### config.mk
export PLATFORM = sky130hd
export DESIGN_NAME = sha1_block_hash_top_flat
export DESIGN_NICKNAME = d
export VERILOG_FILES = /design/src/rtl/sha1bh_pkg.sv /design/src/rtl/sha1bh_if.sv /design/src/rtl/sha1bh_sched.sv /design/src/rtl/sha1bh_round.sv /design/src/rtl/sha1_block_hash_top.sv /design/src/flat_wrapper.sv
export SDC_FILE = /design/constraint.sdc
export NUM_CORES = 2
export LEC_CHECK = 0
export BUFFER_PORTS_ARGS = -buffer_cell sky130_fd_sc_hd__buf_2
export CORE_ASPECT_RATIO = 1.5
export CORE_UTILIZATION = 25
export DETAILED_ROUTE_END_ITERATION = 8
export MAX_ROUTING_LAYER = met4
export PLACE_DENSITY = 0.37
export RECOVER_POWER = 100
export SLEW_MARGIN = 20
export SYNTH_ARGS = -nofsm -noshare
export SYNTH_HDL_FRONTEND = slang
export SYNTH_HIERARCHICAL = 1
export SYNTH_SLANG_ARGS = --single-unit
### constraint.sdc
create_clock -name clk -period 8.5 [get_ports clk]
set_input_delay 0.425 -clock clk [delete_from_list [all_inputs] [get_ports clk]]
set_output_delay 0.425 -clock clk [all_outputs]
set_load 0.01 [all_outputs]
### src/rtl/sha1bh_pkg.sv
`timescale 1ns / 1ps

package sha1bh_pkg;

  typedef logic [31:0] word_t;
  typedef logic [6:0]  round_t;
  typedef logic [3:0]  wpos_t;
  typedef logic [2:0]  didx_t;

  localparam int unsigned ChainWords = 5;
  localparam int unsigned WinWords   = 16;

  localparam round_t RoundLast  = 7'd79;
  localparam round_t RoundSched = 7'd16;
  localparam wpos_t  PosLast    = 4'd15;
  localparam didx_t  DigLast    = 3'd4;

  localparam word_t InitValue [ChainWords] = '{
    32'h67452301, 32'hefcdab89, 32'h98badcfe, 32'h10325476, 32'hc3d2e1f0
  };

  localparam word_t K0 = 32'h5a827999;
  localparam word_t K1 = 32'h6ed9eba1;
  localparam word_t K2 = 32'h8f1bbcdc;
  localparam word_t K3 = 32'hca62c1d6;

  typedef enum logic [1:0] {
    ST_IDLE,
    ST_ROUND,
    ST_ADD,
    ST_EMIT
  } state_t;

  // Control from the sequencer to the window and the round datapath.
  typedef struct packed {
    logic   iv_load;
    logic   win_load;
    logic   work_init;
    logic   round_step;
    logic   chain_add;
    round_t round;
  } ctl_t;

  function automatic word_t round_mix(round_t t, word_t x, word_t y, word_t z);
    word_t r;
    case (t) inside
      [7'd0:7'd19]:  r = (x & y) ^ (~x & z);
      [7'd40:7'd59]: r = (x & y) ^ (x & z) ^ (y & z);
      default:       r = x ^ y ^ z;
    endcase
    return r;
  endfunction

  function automatic word_t round_const(round_t t);
    word_t r;
    case (t) inside
      [7'd0:7'd19]:  r = K0;
      [7'd20:7'd39]: r = K1;
      [7'd40:7'd59]: r = K2;
      default:       r = K3;
    endcase
    return r;
  endfunction

endpackage

### src/rtl/sha1bh_if.sv
`timescale 1ns / 1ps

interface sha1bh_msg_if;
  import sha1bh_pkg::*;
  logic  valid;
  logic  ready;
  word_t message_word;
  logic  message_start;
  logic  message_final;

  modport source(output valid, output message_word, output message_start,
                 output message_final, input ready);
  modport sink(input valid, input message_word, input message_start,
               input message_final, output ready);
endinterface

interface sha1bh_dig_if;
  import sha1bh_pkg::*;
  logic  valid;
  logic  ready;
  word_t digest_word;
  logic  digest_last;

  modport source(output valid, output digest_word, output digest_last, input ready);
  modport sink(input valid, input digest_word, input digest_last, output ready);
endinterface

### src/rtl/sha1bh_sched.sv
`timescale 1ns / 1ps

module sha1bh_sched
  import sha1bh_pkg::*;
(
  input  logic  clk,
  input  ctl_t  ctl,
  input  word_t word,
  output word_t w_t
);

  // Oldest word at index 0; every round shifts by one word.
  word_t win [WinWords];
  word_t w_exp;
  word_t shift_in;

  always_comb begin
    w_exp = win[13] ^ win[8] ^ win[2] ^ win[0];
    w_exp = {w_exp[30:0], w_exp[31]};
    w_t = (ctl.round < RoundSched) ? win[0] : w_exp;
    shift_in = ctl.win_load ? word : w_t;
  end

  always_ff @(posedge clk) begin
    if (ctl.win_load || ctl.round_step) begin
      for (int i = 0; i < WinWords - 1; i++) begin
        win[i] <= win[i + 1];
      end
      win[WinWords - 1] <= shift_in;
    end
  end

endmodule

### src/rtl/sha1bh_round.sv
`timescale 1ns / 1ps

module sha1bh_round
  import sha1bh_pkg::*;
(
  input  logic  clk,
  input  logic  rst,
  input  ctl_t  ctl,
  input  word_t w_t,
  input  didx_t dig_idx,
  output word_t dig_word
);

  word_t chain [ChainWords];
  word_t work  [ChainWords];
  word_t tmp;

  // One SHA-1 round: working word a is work[0], e is work[4].
  always_comb begin
    tmp = {work[0][26:0], work[0][31:27]}
        + round_mix(ctl.round, work[1], work[2], work[3])
        + work[4] + round_const(ctl.round) + w_t;
    dig_word = chain[dig_idx];
  end

  always_ff @(posedge clk) begin
    if (rst) begin
      for (int i = 0; i < ChainWords; i++) begin
        chain[i] <= InitValue[i];
        work[i]  <= '0;
      end
    end else begin
      if (ctl.iv_load) begin
        for (int i = 0; i < ChainWords; i++) chain[i] <= InitValue[i];
      end else if (ctl.chain_add) begin
        for (int i = 0; i < ChainWords; i++) chain[i] <= chain[i] + work[i];
      end
      if (ctl.work_init) begin
        for (int i = 0; i < ChainWords; i++) work[i] <= chain[i];
      end else if (ctl.round_step) begin
        work[0] <= tmp;
        work[1] <= work[0];
        work[2] <= {work[1][1:0], work[1][31:2]};
        work[3] <= work[2];
        work[4] <= work[3];
      end
    end
  end

endmodule

### src/rtl/sha1_block_hash_top.sv
`timescale 1ns / 1ps

// SHA-1 block hash engine.
// msg channel: one 32-bit big-endian word per handshake, sixteen words to a
// padded 512-bit block. message_start reloads the initial hash value and
// makes the word word 0 of a new block; message_final on a word asks for the
// digest once that word has been absorbed.
// dig channel: five words H0..H4 after a final word, digest_last on H4.
// The first fifteen words of a block are shifted into the window. The
// sixteenth word starts the compression: 80 rounds on one shared round adder,
// one round per cycle, then a fold of the result into the chaining value in
// ST_ADD. msg.ready is low during that time.
// After a final word the digest follows, one word per cycle while dig.ready
// is high; a stalled receiver holds the current digest word, and no new
// message word is taken until H4 is delivered.
// Reset (rst, synchronous) loads the standard initial value, clears the
// word position and returns the sequencer to idle.
module sha1_block_hash_top
  import sha1bh_pkg::*;
(
  input  logic clk,
  input  logic rst,
  sha1bh_msg_if.sink   msg,
  sha1bh_dig_if.source dig
);

  state_t state, state_next;
  wpos_t  pos;
  wpos_t  eff_pos;
  round_t round;
  didx_t  dig_idx;
  logic   final_pend;
  logic   accept;
  logic   block_done;
  ctl_t   ctl;
  word_t  w_t;

  assign accept     = msg.valid && msg.ready;
  assign eff_pos    = msg.message_start ? '0 : pos;
  assign block_done = accept && (eff_pos == PosLast);

  always_comb begin
    state_next = state;
    case (state)
      ST_IDLE: begin
        if (block_done) state_next = ST_ROUND;
        else if (accept && msg.message_final) state_next = ST_EMIT;
      end
      ST_ROUND: begin
        if (round == RoundLast) state_next = ST_ADD;
      end
      ST_ADD: begin
        state_next = final_pend ? ST_EMIT : ST_IDLE;
      end
      ST_EMIT: begin
        if (dig.ready && dig_idx == DigLast) state_next = ST_IDLE;
      end
      default: state_next = ST_IDLE;
    endcase
  end

  always_comb begin
    msg.ready       = (state == ST_IDLE);
    dig.valid       = (state == ST_EMIT);
    dig.digest_last = (dig_idx == DigLast);
    ctl.iv_load     = accept && msg.message_start;
    ctl.win_load    = accept;
    ctl.work_init   = block_done;
    ctl.round_step  = (state == ST_ROUND);
    ctl.chain_add   = (state == ST_ADD);
    ctl.round       = round;
  end

  always_ff @(posedge clk) begin
    if (rst) begin
      state      <= ST_IDLE;
      pos        <= '0;
      round      <= '0;
      dig_idx    <= '0;
      final_pend <= 1'b0;
    end else begin
      state <= state_next;
      if (accept) begin
        final_pend <= msg.message_final;
        pos <= (msg.message_final || block_done) ? '0 : eff_pos + 4'd1;
      end
      if (state == ST_ROUND) begin
        round <= (round == RoundLast) ? '0 : round + 7'd1;
      end
      // Advance through H0..H4 as the receiver takes them.
      if (state == ST_EMIT && dig.ready) begin
        dig_idx <= (dig_idx == DigLast) ? '0 : dig_idx + 3'd1;
      end
    end
  end

  sha1bh_sched u_sched (
    .clk  (clk),
    .ctl  (ctl),
    .word (msg.message_word),
    .w_t  (w_t)
  );

  sha1bh_round u_round (
    .clk      (clk),
    .rst      (rst),
    .ctl      (ctl),
    .w_t      (w_t),
    .dig_idx  (dig_idx),
    .dig_word (dig.digest_word)
  );

endmodule
### src/flat_wrapper.sv
// flat-port wrapper written by rule: the top's interface ports become plain ports
module sha1_block_hash_top_flat import sha1bh_pkg::*;
  (clk, rst, msg_valid, msg_message_word, msg_message_start, msg_message_final, msg_ready, dig_valid, dig_digest_word, dig_digest_last, dig_ready);
  sha1bh_msg_if msg_i ();
  sha1bh_dig_if dig_i ();
  input  logic clk;
  input  logic rst;
  input wire logic [$bits(msg_i.valid)-1:0] msg_valid;
  input wire logic [$bits(msg_i.message_word)-1:0] msg_message_word;
  input wire logic [$bits(msg_i.message_start)-1:0] msg_message_start;
  input wire logic [$bits(msg_i.message_final)-1:0] msg_message_final;
  output wire logic [$bits(msg_i.ready)-1:0] msg_ready;
  output wire logic [$bits(dig_i.valid)-1:0] dig_valid;
  output wire logic [$bits(dig_i.digest_word)-1:0] dig_digest_word;
  output wire logic [$bits(dig_i.digest_last)-1:0] dig_digest_last;
  input wire logic [$bits(dig_i.ready)-1:0] dig_ready;
  assign msg_i.valid = msg_valid;
  assign msg_i.message_word = msg_message_word;
  assign msg_i.message_start = msg_message_start;
  assign msg_i.message_final = msg_message_final;
  assign msg_ready = msg_i.ready;
  assign dig_valid = dig_i.valid;
  assign dig_digest_word = dig_i.digest_word;
  assign dig_digest_last = dig_i.digest_last;
  assign dig_i.ready = dig_ready;
  sha1_block_hash_top u_core (.clk(clk), .rst(rst), .msg(msg_i), .dig(dig_i));
endmodule
# After elaboration in Yosys (flattened, before gate mapping)
# Memories as Yosys holds them, arrays and structs flattened. A register that Yosys moved wholly into a read port is not among the register bits.
# Cells that the tools add are included.
[classes]
muxes = 57
order_cmp = 7
n_reduce_logical = 13
n_shift = 0
n_eq_ne = 9
n_mul = 0
bitwise = 33
div_mod_pow = 0
addsub = 12
[op_table]
columns = ["operator", "n"]
rows = [
  ["$mux 32", 26],
  ["$add 32x32->32", 9],
  ["$xor 32x32->32", 8],
  ["$and 32x32->32", 4],
  ["$not 32->32", 1],
  ["$mux 31", 1],
  ["$or 1x1->1", 20],
  ["$mux 1", 18],
  ["$le 7x6->1 const B", 2],
  ["$mux 2", 5],
  ["$logic_and 1x1->1", 9],
  ["$mux 3", 3],
  ["$mux 4", 2],
  ["$pmux 2 s4", 1],
  ["$add 7x1->7 const B", 1],
  ["$eq 7x7->1 const B", 1],
  ["$ge 7x1->1 const B", 1],
  ["$ge 7x5->1 const B", 1],
  ["$ge 7x6->1 const B", 1],
  ["$le 7x5->1 const B", 1],
  ["$lt 7x5->1 const B", 1],
  ["$mux 7", 1],
  ["$add 4x1->4 const B", 1],
  ["$eq 2x2->1 const B", 2],
  ["other kinds (9)", 11],
]
[totals]
latchBits = 0
mem_count = 3
ff_bits = 17
out_inout_bits = 35
in_bits = 38
word_cells = 139
romBits = 0
mem_bits_rw = 832
[mem_list]
columns = ["memory", "words", "word_bits", "read_ports", "rd_clocked_by_memory_dff", "wr", "line_no", "rtl"]
rows = [
  ["u_core.u_sched.win", 16, 32, 16, 0, 16, "sha1bh_sched.sv:13", "word_t win [WinWords];"],
  ["u_core.u_round.chain", 5, 32, 6, 1, 5, "sha1bh_round.sv:14", "word_t chain [ChainWords];"],
  ["u_core.u_round.work", 5, 32, 5, 0, 5, "sha1bh_round.sv:15", "word_t work [ChainWords];"],
]

# Longest topological paths before layout
# An unclocked memory read counts as a cell.
[depth]
depth_word = 11
ltp_mapped = 21
mapped_depth_nobuf = 19

# By module
# Netlist, hierarchy kept.
[by_module_without_submodules]
columns = ["module", "cells_per_inst", "area_per_inst_um2", "seq_area_each_um2", "n_inst"]
rows = [
  ["sha1bh_round", 2634, 26593.0, 9609.2, 1],
  ["sha1bh_sched", 793, 17384.2, 15374.7, 1],
  ["sha1_block_hash_top", 111, 959.7, 340.3, 1],
]

# Worst setup path before layout
# OpenSTA, ideal clock, no wires.
[synth_timing]
path_type = "flip-flop to flip-flop"
startpoint = "reg u_core.state[0]"
endpoint = "mem u_core/u_sched/win[0][0] in the netlist's numbering (enable)"
required_time_ns = 7.833
stages_incl_launch_ff = 8
path_buffers = 4
setup_ns = 0.667
setup_slack_ns = -0.009
t_arrival_ns = 7.842
path_cell_list = "dfxtp_1 -> buf_4 -> or3b_1 -> clkbuf_2 -> inv_2 -> clkbuf_1 -> buf_1 -> or2_2"
[synth_rtl]
columns = ["item", "line_no", "rtl"]
rows = [
  ["from (decl)", "sha1_block_hash_top.sv:27", "state_t state, state_next;"],
  ["from (signal assigned)", "sha1_block_hash_top.sv:82", "state <= state_next;"],
  ["to (decl)", "sha1bh_sched.sv:13", ""],
]

==> summary.txt <==
CTS sink count = 849
Cts bufs inserted = 90
WL final = 137,000 µm
Vias = 28,200
F_max = 0.145 GHz
Core ar. = 179,000 µm²
Slew HR = -197%
Worst slew pin tran = 4.45 ns
CP Max Fanout = 35
Gpl congestion = 0.851
Root Buffer = clkbuf_16
Initial DRC count = 1,765
Synth area leader = edfxtp_1
Total power = 14.6 mW
Final antenna-violating net count = 0
IO Count = 73
Commonest cells after routing, fill and taps aside = 832 x edfxtp_1, 291 x nand2_1, 259 x inv_1
Post-synthesis cell count = 3,538
Initial Util = 25.2%
Worst VDD drop = 172 µV
Number of synthesized register bits = 849
Dpl hpwl = 98,800 µm
Synth Net Count = 3,896
Die area = 181,000 µm²
Synth area leaders = edfxtp_1 56%, fa_1 5.6%, ha_1 5.4%
# fillers = 18,400
Yosys warns = 6
Share of layout cells above drive strength 1 = 8.18%
RSZ-0062 raised after global routing = no
Sequential fraction of the synthesis area = 56.4%
DRC violations left = 0
Maxcap violations = 15
Worst-Skew Late Latency = 0.70 ns
CTS tree = built
Die width = 348 µm
Rows = 190
H-tree levels = 3
First-pass GRT wire length = 202,000 µm
Total Nets Final = 3,971
Commonest non-fill, non-tap cell in the layout = edfxtp_1
Die Y = 521 µm
Dominant synthesized flop cell = edfxtp_1
Vias per cell = 4.64
Number of flops mapped to enable cells by yosys = 832
Leakage = 18.4 nW
Final hold vios = 0
Status = complete, but fails checks
Syn_area_per_cell = 12.7 µm²
Max clock buf depth = 3
FF+latch area = 25,300 µm²
Crit path required time = 8.94 ns
Failing checks = capacitance limit, slew limit
Yosys cell types = 93
Gr usage total = 15.5%
Vias in the first global route = 29,300
Maximum number of pins on one net before global-route repair = 171
Min-delay worst type = input pin to flip-flop
Buffers on Ports = 72
Multi-input logic area = 18,000 µm²
Worst Path Arrival = 7.34 ns
Slew Viols, Final = 931
Ys async rst share = 0%
Worst-path clk slew = 0.06 ns
# setup viols final = 0
Mapped Area = 44,900 µm²
Gr ovfl total = 0
WL per Instance = 22.6 µm
Post-CTS Setup Inserts = 0
Crit path kind = flip-flop to flip-flop
Final Critical Period = 6.90 ns
Startpoint type of the worst setup path = flip-flop
Period utilization = 81.1%
Area share of the largest cell type after synthesis = 55.6%
Final clock skew = 0.0398 ns
Crit. End Element = flip-flop
Initial antenna violation count = 1
DR pass1 iterations = 7
Post-route setup TNS = 0 ns
Power Dens Cells = 288 nW/µm²
Synthesis-to-layout area growth = 13.0%
CTS-repair resized insts = 0
[kinds of logic (layout without fill, tap and decap cells)]
logic type	count (synthesis)	count (layout)	share of synthesized area [%]
other	0	2	0
buffers and inverters	382	522	3.30
and+or+nand+nor	836	836	8.80
xor gates and xnor gates	227	227	4.42
muxes	108	108	3.47
DFF	849	849	56.4
adders and majority gates	320	320	11.0
AOI/OAI and AO/OA	816	816	12.6
[final cells by class]
class                   count  share of cell area [%]
repair buffers            103                    1.10
flip-flops and latches    849                    49.9
multi-input cells        2307                    35.4
diodes                      2                 0.00985
well taps                2400                    5.91
inverters                 262                    1.94
clock inverters            43                    1.07
clock buffers             114                    4.75
[metal layers]
metal  share of wire, %  up-vias  global-route usage [%]
li1                   -    13200                       -
met1                 45    14400                    19.4
met3                2.4      164                    1.47
met2                 49      410                    26.0
met4                3.7        0                    5.85
met5                  0        -                       -
[final timing paths]
path	from	to	slack, ns	cells after the start
max	u_core/state[0]$_SDFFE_PP0P_	u_core/u_round/chain[2][28]$_SDFFCE_PN1P_	1.60	9
max reg2reg	u_core/state[0]$_SDFFE_PP0P_	u_core/u_round/chain[2][28]$_SDFFCE_PN1P_	1.60	9
min	msg_message_word[7]	u_core/u_sched/win[7][39]$_DFFE_PP_	0.15	3
min reg2reg	u_core/u_sched/win[6][22]$_DFFE_PP_	u_core/u_sched/win[5][54]$_DFFE_PP_	0.40	0
[synth_stat cells (49+ instances only)]
library cell	number
nor2_1	192
nand3_1	55
o21ai_0	122
nand2_1	292
mux2_2	49
xor2_1	66
clkbuf_1	94
o21ai_1	66
a22o_1	90
a21o_1	93
ha_1	195
nor3_1	76
inv_1	259
a21oi_1	185
xnor2_1	161
edfxtp_1	832
fa_1	125
[critical path, stage by stage (launching register included)]
cell and delay, ns:
dfxtp_1 0.55, or3b_1 0.34, clkinvlp_2 0.93, and2_0 0.56, nor2_2 0.10, clkbuf_1 0.90
nand2_1 1.12, clkbuf_1 1.10, or4_1 0.77, o211a_1 0.22
[timing repair]
item / 4_1_cts / 5_1_grt
hold endpoints to repair: 1 / 0
endpoints found under the setup margin: 0 / 0
hold buffers: 1 / 0
[flip-flops by register name, summed over array words and instances (netlist names)]
name,count
u_core/u_round/work,160
u_core/u_sched/win,512
u_core/final_pend,1
u_core/round,7
u_core/u_round/chain,160
u_core/dig_idx,3
u_core/state,2
u_core/pos,4
[power breakdown]
group	switching, mW	internal [mW]
registers	0.468	5.35
clock network	1.77	2.33
logic	2.84	1.90
total	5.08	9.57
[through the flow]
step / utilization, % / hold WS [ns] / area (µm²) / setup slack [ns] / cells
after floorplan: - / 0.400 / 44900 / 2.60 / 3538
after global placement: 27.0 / 0.400 / 48100 / 2.49 / 5920
after CTS: 28.6 / 0.0835 / 51100 / 2.42 / 6078
final: 28.5 / 0.145 / 50800 / 1.60 / 6080
after global routing: 28.5 / 0.130 / 50800 / 1.20 / 6079
after detailed placement: 27.0 / 0.405 / 48100 / 2.44 / 5920
Power figures use the tool's default switching activity.
